### src/design/hgd_pkg.sv
// Shared types and constants of the headset button gesture decoder.
package hgd_pkg;

    typedef logic [2:0] t_cls;
    typedef logic [3:0] t_event;

    localparam t_cls CLS_OPEN   = 3'd0;
    localparam t_cls CLS_CENTER = 3'd1;
    localparam t_cls CLS_D      = 3'd2;
    localparam t_cls CLS_PLUS   = 3'd3;
    localparam t_cls CLS_MINUS  = 3'd4;

    localparam t_event EV_NONE       = 4'd0;
    localparam t_event EV_C_SINGLE   = 4'd1;
    localparam t_event EV_C_DOUBLE   = 4'd2;
    localparam t_event EV_C_TRIPLE   = 4'd3;
    localparam t_event EV_C_LONG     = 4'd4;
    localparam t_event EV_C_LONGLONG = 4'd5;
    localparam t_event EV_PLUS       = 4'd6;
    localparam t_event EV_PLUS_LONG  = 4'd7;
    localparam t_event EV_MINUS      = 4'd8;
    localparam t_event EV_MINUS_LONG = 4'd9;

    localparam int SAMPLE_W = 10;
    localparam int CFG_IDX_W = 3;
    localparam int NUM_REGS = 7;

    localparam logic [CFG_IDX_W-1:0] REG_CENTER_UPPER = 3'd0;
    localparam logic [CFG_IDX_W-1:0] REG_D_LOWER      = 3'd1;
    localparam logic [CFG_IDX_W-1:0] REG_D_UPPER      = 3'd2;
    localparam logic [CFG_IDX_W-1:0] REG_PLUS_LOWER   = 3'd3;
    localparam logic [CFG_IDX_W-1:0] REG_PLUS_UPPER   = 3'd4;
    localparam logic [CFG_IDX_W-1:0] REG_MINUS_LOWER  = 3'd5;
    localparam logic [CFG_IDX_W-1:0] REG_MINUS_UPPER  = 3'd6;

    localparam logic [SAMPLE_W-1:0] REG_RESET [NUM_REGS] = '{
        10'd31, 10'd44, 10'd73, 10'd74, 10'd124, 10'd134, 10'd224
    };

    localparam int HOLD_W = 6;
    localparam logic [HOLD_W-1:0] HOLD_MAX = 6'd63;

    // Control signals of the history memory.
    typedef struct packed {
        logic rd_en;
        logic shift;
        logic clear;
    } t_mem_ctl;

endpackage

### src/design/hgd_cfg_class.sv
// Window registers and the sample classifier.
module hgd_cfg_class (
    input  logic                            i_clk,
    input  logic                            i_rst_n,
    input  logic                            i_cfg_we,
    input  logic [hgd_pkg::CFG_IDX_W-1:0]   i_cfg_idx,
    input  logic [hgd_pkg::SAMPLE_W-1:0]    i_cfg_data,
    input  logic [hgd_pkg::SAMPLE_W-1:0]    i_sample,
    output hgd_pkg::t_cls                   o_cls
);

    logic [hgd_pkg::SAMPLE_W-1:0] r_cfg [hgd_pkg::NUM_REGS];

    always_ff @(posedge i_clk) begin
        if (!i_rst_n) begin
            for (int k = 0; k < hgd_pkg::NUM_REGS; k++) begin
                r_cfg[k] <= hgd_pkg::REG_RESET[k];
            end
        end else if (i_cfg_we && (i_cfg_idx < hgd_pkg::CFG_IDX_W'(hgd_pkg::NUM_REGS))) begin
            r_cfg[i_cfg_idx] <= i_cfg_data;
        end
    end

    // Windows are tested in a fixed order; the first match wins.
    always_comb begin
        if (i_sample < r_cfg[hgd_pkg::REG_CENTER_UPPER]) begin
            o_cls = hgd_pkg::CLS_CENTER;
        end else if (i_sample >= r_cfg[hgd_pkg::REG_D_LOWER] &&
                     i_sample <  r_cfg[hgd_pkg::REG_D_UPPER]) begin
            o_cls = hgd_pkg::CLS_D;
        end else if (i_sample >= r_cfg[hgd_pkg::REG_PLUS_LOWER] &&
                     i_sample <  r_cfg[hgd_pkg::REG_PLUS_UPPER]) begin
            o_cls = hgd_pkg::CLS_PLUS;
        end else if (i_sample >= r_cfg[hgd_pkg::REG_MINUS_LOWER] &&
                     i_sample <  r_cfg[hgd_pkg::REG_MINUS_UPPER]) begin
            o_cls = hgd_pkg::CLS_MINUS;
        end else begin
            o_cls = hgd_pkg::CLS_OPEN;
        end
    end

endmodule

### src/design/hgd_hist_mem.sv
// Circular class history memory with per-entry valid bits and a registered read port.
module hgd_hist_mem #(
    parameter int DEPTH = 30,
    localparam int AW = $clog2(DEPTH)
) (
    input  logic              i_clk,
    input  logic              i_rst_n,
    input  hgd_pkg::t_mem_ctl i_ctl,
    input  logic [AW-1:0]     i_rd_idx,
    input  hgd_pkg::t_cls     i_wr_cls,
    output hgd_pkg::t_cls     o_rd_cls,
    output logic              o_rd_vld
);

    hgd_pkg::t_cls    r_mem [DEPTH];
    logic [DEPTH-1:0] r_valid;
    logic [DEPTH-1:0] n_valid;
    logic [AW-1:0]    r_head;
    logic [AW-1:0]    n_head;
    logic [AW:0]      rd_sum;
    logic [AW-1:0]    rd_addr;
    hgd_pkg::t_cls    r_rd_data;
    logic             r_rd_entry_vld;

    // Logical index 0 is the newest entry, stored at the head.
    assign rd_sum  = {1'b0, r_head} + {1'b0, i_rd_idx};
    assign rd_addr = (rd_sum >= (AW+1)'(DEPTH)) ? AW'(rd_sum - (AW+1)'(DEPTH)) : AW'(rd_sum);
    assign n_head  = (r_head == '0) ? AW'(DEPTH - 1) : r_head - AW'(1);

    always_comb begin
        n_valid = i_ctl.clear ? '0 : r_valid;
        n_valid[n_head] = 1'b1;
    end

    always_ff @(posedge i_clk) begin
        if (i_ctl.shift) begin
            r_mem[n_head] <= i_wr_cls;
        end
        if (i_ctl.rd_en) begin
            r_rd_data      <= r_mem[rd_addr];
            r_rd_entry_vld <= r_valid[rd_addr];
        end
    end

    always_ff @(posedge i_clk) begin
        if (!i_rst_n) begin
            r_valid  <= '0;
            r_head   <= '0;
            o_rd_vld <= 1'b0;
        end else begin
            o_rd_vld <= i_ctl.rd_en;
            if (i_ctl.shift) begin
                r_valid <= n_valid;
                r_head  <= n_head;
            end
        end
    end

    // An entry never written since the last clear reads as open.
    assign o_rd_cls = r_rd_entry_vld ? r_rd_data : hgd_pkg::CLS_OPEN;

endmodule

### src/design/headset_button_gesture_decoder.sv
// Top level of the headset button gesture decoder: tick sequencer and result register.
//
// Usage: one request on the input channel (i_in_valid / o_in_ready) carries one
// button tick: a 10-bit sample of the microphone line and the event_unread flag.
// Each request gives exactly one result on the output channel (o_out_valid /
// i_out_ready): an event code and the button class of that tick.
// Operation: an accepted request scans the history memory one entry per cycle,
// HISTORY_DEPTH reads through its single registered read port, then updates the
// state in S_FIN once the output register is free. A request is taken only in
// the idle state, so no new request is accepted before the last one has finished.
// The window registers are written through i_cfg_we / i_cfg_idx / i_cfg_data,
// one register per cycle; indexes beyond the register list are ignored.
// Reset (synchronous, active low) restores the window defaults, marks every
// history entry open and loads the hold counter with LONG_LONG_TICKS.
// A result waiting in the output register does not block the next request; a
// finished request whose result cannot be placed because the receiver stalls
// waits before updating the state.
module headset_button_gesture_decoder #(
    parameter int HISTORY_DEPTH   = 30,
    parameter int QUIET_TICKS     = 8,
    parameter int LONG_TICKS      = 10,
    parameter int LONG_LONG_TICKS = 30
) (
    input  logic                            i_clk,
    input  logic                            i_rst_n,
    input  logic                            i_in_valid,
    output logic                            o_in_ready,
    input  logic [hgd_pkg::SAMPLE_W-1:0]    i_sample,
    input  logic                            i_event_unread,
    output logic                            o_out_valid,
    input  logic                            i_out_ready,
    output hgd_pkg::t_event                 o_event_code,
    output hgd_pkg::t_cls                   o_button_class,
    input  logic                            i_cfg_we,
    input  logic [hgd_pkg::CFG_IDX_W-1:0]   i_cfg_idx,
    input  logic [hgd_pkg::SAMPLE_W-1:0]    i_cfg_data
);

    localparam int AW = $clog2(HISTORY_DEPTH);
    localparam bit QUIET_IN_RANGE = (QUIET_TICKS < HISTORY_DEPTH);

    localparam logic [1:0] S_IDLE = 2'd0;
    localparam logic [1:0] S_SCAN = 2'd1;
    localparam logic [1:0] S_FIN  = 2'd2;

    logic [1:0]                   r_state;
    logic [hgd_pkg::SAMPLE_W-1:0] r_sample;
    logic                         r_unread;
    logic                         r_issuing;
    logic [AW-1:0]                r_idx;
    logic [AW-1:0]                r_didx;
    logic [hgd_pkg::HOLD_W-1:0]   r_hold;
    logic [hgd_pkg::HOLD_W-1:0]   n_hold;
    logic [hgd_pkg::HOLD_W-1:0]   hold_inc;
    hgd_pkg::t_cls                r_prev;
    hgd_pkg::t_cls                r_atq;
    hgd_pkg::t_cls                r_last;
    logic                         r_quiet_ok;
    logic                         r_pressed;
    logic [2:0]                   r_count;
    logic                         r_out_valid;
    hgd_pkg::t_event              r_event;
    hgd_pkg::t_cls                r_class;

    hgd_pkg::t_cls                cls;
    hgd_pkg::t_cls                rd_cls;
    logic                         rd_vld;
    hgd_pkg::t_mem_ctl            mem_ctl;
    hgd_pkg::t_event              ev;
    logic                         clr;
    logic                         in_acc;
    logic                         out_free;
    logic                         commit;
    logic                         plus_like;

    assign o_in_ready = (r_state == S_IDLE);
    assign in_acc     = i_in_valid && o_in_ready;
    assign out_free   = !r_out_valid || i_out_ready;
    assign commit     = (r_state == S_FIN) && out_free;

    hgd_cfg_class u_cfg_class (
        .i_clk      (i_clk),
        .i_rst_n    (i_rst_n),
        .i_cfg_we   (i_cfg_we),
        .i_cfg_idx  (i_cfg_idx),
        .i_cfg_data (i_cfg_data),
        .i_sample   (r_sample),
        .o_cls      (cls)
    );

    assign mem_ctl.rd_en = (r_state == S_SCAN) && r_issuing;
    assign mem_ctl.shift = commit;
    assign mem_ctl.clear = commit && clr;

    hgd_hist_mem #(
        .DEPTH (HISTORY_DEPTH)
    ) u_hist_mem (
        .i_clk    (i_clk),
        .i_rst_n  (i_rst_n),
        .i_ctl    (mem_ctl),
        .i_rd_idx (r_idx),
        .i_wr_cls (cls),
        .o_rd_cls (rd_cls),
        .o_rd_vld (rd_vld)
    );

    // Sequencer and control state.
    always_ff @(posedge i_clk) begin
        if (!i_rst_n) begin
            r_state     <= S_IDLE;
            r_issuing   <= 1'b0;
            r_idx       <= '0;
            r_hold      <= hgd_pkg::HOLD_W'(LONG_LONG_TICKS);
            r_out_valid <= 1'b0;
        end else begin
            if (r_out_valid && i_out_ready && !commit) begin
                r_out_valid <= 1'b0;
            end
            case (r_state)
                S_IDLE: begin
                    if (in_acc) begin
                        r_state   <= S_SCAN;
                        r_issuing <= 1'b1;
                        r_idx     <= '0;
                    end
                end
                S_SCAN: begin
                    if (r_issuing) begin
                        if (r_idx == AW'(HISTORY_DEPTH - 1)) begin
                            r_issuing <= 1'b0;
                        end else begin
                            r_idx <= r_idx + AW'(1);
                        end
                    end
                    if (rd_vld && r_didx == AW'(HISTORY_DEPTH - 1)) begin
                        r_state <= S_FIN;
                    end
                end
                S_FIN: begin
                    if (out_free) begin
                        r_state     <= S_IDLE;
                        r_hold      <= n_hold;
                        r_out_valid <= 1'b1;
                    end
                end
                default: begin
                    r_state <= S_IDLE;
                end
            endcase
        end
    end

    // Per-request datapath: captured request, scan results and result payload.
    always_ff @(posedge i_clk) begin
        if (in_acc) begin
            r_sample   <= i_sample;
            r_unread   <= i_event_unread;
            r_prev     <= hgd_pkg::CLS_OPEN;
            r_atq      <= hgd_pkg::CLS_OPEN;
            r_last     <= hgd_pkg::CLS_OPEN;
            r_quiet_ok <= 1'b1;
            r_pressed  <= 1'b0;
            r_count    <= '0;
        end
        if (mem_ctl.rd_en) begin
            r_didx <= r_idx;
        end
        if (rd_vld) begin
            r_last <= rd_cls;
            if (r_didx == '0) begin
                r_prev <= rd_cls;
            end
            if (32'(r_didx) < QUIET_TICKS) begin
                if (rd_cls != hgd_pkg::CLS_OPEN) begin
                    r_quiet_ok <= 1'b0;
                end
            end else begin
                if (QUIET_IN_RANGE && 32'(r_didx) == QUIET_TICKS) begin
                    r_atq <= rd_cls;
                end
                // A click is a press edge followed by a release edge.
                if (!r_pressed && r_last == hgd_pkg::CLS_OPEN &&
                    rd_cls == hgd_pkg::CLS_CENTER) begin
                    r_pressed <= 1'b1;
                end else if (r_pressed && r_last == hgd_pkg::CLS_CENTER &&
                             rd_cls == hgd_pkg::CLS_OPEN) begin
                    r_pressed <= 1'b0;
                    if (r_count != 3'd4) begin
                        r_count <= r_count + 3'd1;
                    end
                end
            end
        end
        if (commit) begin
            r_event <= ev;
            r_class <= cls;
        end
    end

    assign plus_like = (cls == hgd_pkg::CLS_D) || (cls == hgd_pkg::CLS_PLUS);
    assign hold_inc  = (r_hold == hgd_pkg::HOLD_MAX) ? r_hold
                                                     : r_hold + hgd_pkg::HOLD_W'(1);

    // Gesture decision from this tick's class, the scan results and the hold count.
    always_comb begin
        ev     = hgd_pkg::EV_NONE;
        n_hold = r_hold;
        clr    = 1'b0;
        if (cls == hgd_pkg::CLS_OPEN) begin
            n_hold = '0;
            if (r_hold > hgd_pkg::HOLD_W'(LONG_TICKS)) begin
                // Release after a long push wipes the history, so no click counts.
                clr = 1'b1;
            end else if (r_atq == hgd_pkg::CLS_CENTER && r_quiet_ok && r_count != '0) begin
                clr = 1'b1;
                case (r_count)
                    3'd1:    ev = hgd_pkg::EV_C_SINGLE;
                    3'd2:    ev = hgd_pkg::EV_C_DOUBLE;
                    3'd3:    ev = hgd_pkg::EV_C_TRIPLE;
                    default: ev = hgd_pkg::EV_NONE;
                endcase
            end
        end else if (r_prev == hgd_pkg::CLS_OPEN) begin
            if (plus_like) begin
                ev = hgd_pkg::EV_PLUS;
            end else if (cls == hgd_pkg::CLS_MINUS) begin
                ev = hgd_pkg::EV_MINUS;
            end
        end else if (r_hold == hgd_pkg::HOLD_W'(LONG_TICKS)) begin
            // Plus and minus stay at this count, so their long push repeats.
            if (cls == hgd_pkg::CLS_CENTER) begin
                ev     = hgd_pkg::EV_C_LONG;
                n_hold = hold_inc;
            end else if (plus_like) begin
                ev = hgd_pkg::EV_PLUS_LONG;
            end else if (cls == hgd_pkg::CLS_MINUS) begin
                ev = hgd_pkg::EV_MINUS_LONG;
            end
        end else if (r_hold == hgd_pkg::HOLD_W'(LONG_LONG_TICKS)) begin
            if (cls == hgd_pkg::CLS_CENTER) begin
                ev = hgd_pkg::EV_C_LONGLONG;
            end
            n_hold = hold_inc;
        end else if (cls == r_prev) begin
            n_hold = hold_inc;
        end
        if (r_unread) begin
            ev = hgd_pkg::EV_NONE;
        end
    end

    assign o_out_valid    = r_out_valid;
    assign o_event_code   = r_event;
    assign o_button_class = r_class;

`ifndef NO_ASSERTIONS
    a_unread_suppresses: assert property (@(posedge i_clk) disable iff (!i_rst_n)
        (commit && r_unread) |=> (o_event_code == hgd_pkg::EV_NONE))
        else $error("event signalled while the previous one is unread");

    a_open_clears_hold: assert property (@(posedge i_clk) disable iff (!i_rst_n)
        (commit && cls == hgd_pkg::CLS_OPEN) |=> (r_hold == '0))
        else $error("hold count not cleared on an open tick");

    a_plus_event_class: assert property (@(posedge i_clk) disable iff (!i_rst_n)
        (o_out_valid && (o_event_code == hgd_pkg::EV_PLUS ||
                         o_event_code == hgd_pkg::EV_PLUS_LONG))
        |-> (o_button_class == hgd_pkg::CLS_D || o_button_class == hgd_pkg::CLS_PLUS))
        else $error("plus event with a class other than D or plus");

    a_read_only_in_scan: assert property (@(posedge i_clk) disable iff (!i_rst_n)
        rd_vld |-> (r_state == S_SCAN))
        else $error("history read data returned outside the scan");
`endif

endmodule

### config.mk
export PLATFORM = sky130hd
export DESIGN_NAME = headset_button_gesture_decoder
export DESIGN_NICKNAME = d
export VERILOG_FILES = /design/src/design/hgd_pkg.sv /design/src/design/hgd_cfg_class.sv /design/src/design/hgd_hist_mem.sv /design/src/design/headset_button_gesture_decoder.sv
export SDC_FILE = /design/constraint.sdc
export NUM_CORES = 1
export LEC_CHECK = 0
export BUFFER_PORTS_ARGS = -buffer_cell sky130_fd_sc_hd__buf_2
export CELL_PAD_IN_SITES_DETAIL_PLACEMENT = 1
export CELL_PAD_IN_SITES_GLOBAL_PLACEMENT = 1
export CORE_ASPECT_RATIO = 0.9
export CORE_MARGIN = 5
export CORE_UTILIZATION = 29
export DETAILED_ROUTE_END_ITERATION = 8
export PLACE_DENSITY = 0.51
export SKIP_LAST_GASP = 1
export SYNTH_ARGS = -nofsm -noshare
export SYNTH_HDL_FRONTEND = slang
export SYNTH_SLANG_ARGS = --single-unit
export TNS_END_PERCENT = 100
### constraint.sdc
create_clock -name i_clk -period 5.6 [get_ports i_clk]
set_clock_uncertainty 0.1 [all_clocks]
set_input_delay 0.56 -clock i_clk [delete_from_list [all_inputs] [get_ports i_clk]]
set_output_delay 0.56 -clock i_clk [all_outputs]
set_load 0.005 [all_outputs]
==> impl_results.md <==
- Worst Tran Pin Value: just over 1 ns
- Main synth FF type: edfxtp_1
- Status: complete, no violations
- Family with the most delay on the worst path: simple AND/OR/NAND/NOR gates
- Worst path most repeated cell: or3_1
- Distinct cells, synth: 82
- Initial antenna violation count: 3
- Largest net degree at the start of global routing: 53
- Final Hold Fails: 0
- Remaining DRCs: 0
- Num rows: 73
- Vias per inst: roughly 5
- Grt ovf: 0
- CTS Hold Bufs: 0
- CTS Buf Count: 30
- Relative slew slack: 0.306
- Pins Over Slew Limit: 0
- Setup CP Type: reg -> reg
- PwrDens: around 290 mW/mm²
- Worst-Skew Late Latency: around 0.56 ns
- Max FO, Critical Path: 12
- Filler instances: just under 5,000
- Post-Syn Nets: between 1,000 and 1,500
- WL/cell: 20.7 µm
- Fin worst setup slack: 1.11 ns
- Post-CTS Setup Inserts: 0
- Post-synthesis register bit count: approximately 250
- Crit path DAT: ~4.8 ns
- All-layer global routing usage: 0.159
- Effective utilization at floorplan: 0.294
- Routed via count: between 9,000 and 10,000
- Share of layout cells above drive strength 1: 0.108
- Number of synthesized flops with an enable pin: between 150 and 200
- Hold WC Path Type: in -> reg
- Crit path max-delay cell type: a2111oi_0
- Area of the core: between 0.04 and 0.05 mm²
- Io pins: 38
- Sequential fraction of the synthesis area: 0.527
- CTS Root Cell: clkbuf_16
- Die Y-Extent: between 200 and 250 µm
- Routed WL: roughly 40,000 µm
- Max stage delay on crit path: a little under 0.8 ns
- Vias in the first global route: approximately 9,800
- Crit end category: flop
- Final setup vio count: 0
- Synth Instances: approximately 1,200
- Warnings, synthesis: 0
- # port buffers: 37
- Synthesized area: around 0.013 mm²
- Layout area overhead: 13.8%
- Routability congestion estimate: 0.805
- Antenna-violating nets left: 0
- Crit path buffers/inverters: 1
- Leakage: between 5 and 6 nW
- Die area: slightly below 0.05 mm²
- Worst-path clk slew: about 0.060 ns
- Met1 wire length: 20,200 µm
- Cells along the critical path: ha_2 > inv_1 > fa_1 > xnor2_1 > nand2_1 > or3_1 > nor2_2 > or3_1 > o21ai_0 > a2111oi_0 > nor3_1 > a311oi_1 > a31o_1
- Power Total: around 4.3 mW
- Post-CTS resize count: 0
- Nets: 1,395
- Max Cap Violations: 0
- Number of iterations in the first detailed-routing pass: 5
- HPWL Detailed: ~28,000 µm
- Critical Path RT: 5.94 ns
- Final worst-path cycle share: 0.802
- Clk buf depth: 3
- Met3 wire len: about 1600 µm
- Setup slack after placement: 1.09 ns
- Crit start category: flop
- Detailed Route Iter0 Violations: around 680
- Peak supply drop: roughly 240 µV
- RSZ-0062 raised after global routing: false
- Mapped Avg Cell Area: between 10 and 15 µm²
- Final setup TNS: 0 ns
- First-pass GRT wire length: ~60,000 µm
- Die Width: roughly 230 µm
- Metal2 WL: approximately 17,000 µm
- Clk sink count: between 200 and 300
- CTS tree: built
- Fmax: between 0.2 and 0.25 GHz
- Post-synth ARST share: 0
- Max layer used: met5
- H-tree Lvls: 1
- Final Critical Period: 4.49 ns
## through the flow
stage | instance area [µm²] | std cells | utilization | hold slack [ns]
after floorplan | 13000 | 1248 | - | 0.335
after global placement | 13800 | 1849 | 0.312 | 0.355
after detailed placement | 13800 | 1849 | 0.312 | 0.370
after CTS | 14800 | 1905 | 0.334 | 0.0250
after global routing | 14800 | 1906 | 0.334 | 0.0352
final | 14800 | 1906 | 0.334 | 0.0704
## kinds of logic (layout without fill, tap and decap cells)
logic type	count (synthesis)	count (layout)	synth area share
fa+ha+maj	85	85	0.0825
simple gates	455	455	0.163
mux	42	42	0.0408
other cells	0	1	0
compound gates	258	258	0.133
buf+inv	148	205	0.0482
flops	252	252	0.527
xor+xnor	8	8	0.00540
## worst paths after layout
path,startpoint,endpoint,slack (ns),cells past startpoint
setup reg to reg,u_hist_mem.r_head[0],u_hist_mem.r_rd_data[2],1.11,13
hold / removal,i_sample[9],r_sample[9],0.07,1
setup / recovery,u_hist_mem.r_head[0],u_hist_mem.r_rd_data[2],1.11,13
hold reg to reg,r_atq[2],r_atq[2],0.38,2
## worst reg2reg max path, delay by kind of cell, from the launching register on
kind                     cells  cell delay [ns]
flip-flops                   1             0.47
AND/OR/NAND/NOR              5             1.44
XOR/XNOR                     1             0.34
AO/OA/AOI/OAI                4             1.29
adder cells (fa/ha/maj)      2             0.66
buffers and inverters        1             0.05
## layer usage
layer / track usage / vias up
met1: 0.241 / 4826
met3: 0.0251 / 46
met2: 0.241 / 163
li1: - / 4619
met4: 0.0299 / 4
met5: 0 / -
## state kept, by name (all words and copies together), names as in the netlist, 2 cells and up
signal,count
u_cfg_class.r_cfg,70
r_hold,6
u_hist_mem.r_rd_data,3
r_count,3
r_prev,3
r_last,3
r_idx,5
u_hist_mem.r_mem,90
o_event_code,4
u_hist_mem.r_head,5
r_didx,5
r_sample,10
r_state,2
u_hist_mem.r_valid,30
r_atq,3
o_button_class,3
## power by group
group | switching, mW | internal (mW)
Sequential | 0.0277 | 2.05
Combinational | 0.189 | 0.0960
Clock | 0.767 | 1.17
## Yosys cell counts (8+ instances only)
cell type / count / share of area
a21oi_1: 68 / 0.026
mux2i_1: 27 / 0.021
nor3_1: 38 / 0.015
a211oi_1: 18 / 0.010
o22ai_1: 8 / 0.0039
clkbuf_1: 34 / 0.0098
buf_2: 8 / 0.0031
o221ai_1: 8 / 0.0054
o311ai_0: 9 / 0.0061
nand2b_1: 22 / 0.011
nand4_1: 15 / 0.0072
dfxtp_1: 72 / 0.11
mux4_2: 8 / 0.014
inv_1: 94 / 0.027
ha_1: 84 / 0.081
a31oi_1: 13 / 0.0063
nand2_1: 113 / 0.033
or3_1: 19 / 0.0092
o21ai_0: 61 / 0.024
edfxtp_1: 180 / 0.42
nand3_1: 37 / 0.014
o31ai_1: 10 / 0.0058
and2_1: 8 / 0.0039
nor2_1: 162 / 0.047
## layout make-up
type                    count  area (µm²)  area share
repair buffers             54         313      0.0212
clock buffers              52         977      0.0661
flip-flops and latches    252        6850       0.463
well taps                 600         751      0.0508
clock inverters             4        20.0     0.00135
inverters                  95         357      0.0241
diodes                      1        2.50    0.000169
multi-input cells         848        5510       0.373
## placed cells by master (no fill, tap or decap), types with 4 or more instances in the layout
| master | Yosys | layout |
|---|---|---|
| nand2b_1 | 22 | 22 |
| nand3_1 | 37 | 37 |
| a21oi_1 | 68 | 68 |
| a31oi_1 | 13 | 13 |
| nand2_1 | 113 | 113 |
| clkinv_2 | 0 | 4 |
| clkbuf_1 | 34 | 11 |
| nor3_1 | 38 | 38 |
| o311ai_0 | 9 | 9 |
| xor2_1 | 5 | 5 |
| nand4_1 | 15 | 15 |
| or3_1 | 19 | 19 |
| clkbuf_8 | 0 | 8 |
| nor4_1 | 5 | 5 |
| mux2i_1 | 27 | 27 |
| mux4_2 | 8 | 8 |
| a211oi_1 | 18 | 18 |
| or4_1 | 4 | 4 |
| o31ai_1 | 10 | 10 |
| a21o_1 | 7 | 7 |
| edfxtp_1 | 180 | 180 |
| clkbuf_16 | 0 | 33 |
| inv_1 | 94 | 93 |
| dfxtp_1 | 72 | 72 |
| mux2_2 | 7 | 7 |
| and3_1 | 7 | 7 |
| o22ai_1 | 8 | 8 |
| nor2b_1 | 7 | 7 |
| ha_1 | 84 | 83 |
| nor2_1 | 162 | 162 |
| a311oi_1 | 6 | 6 |
| and2_1 | 8 | 8 |
| buf_2 | 8 | 37 |
| o221ai_1 | 8 | 8 |
| o21ai_0 | 61 | 61 |
| buf_4 | 2 | 17 |
| a21oi_2 | 5 | 5 |
Power figures use the tool's default switching activity.
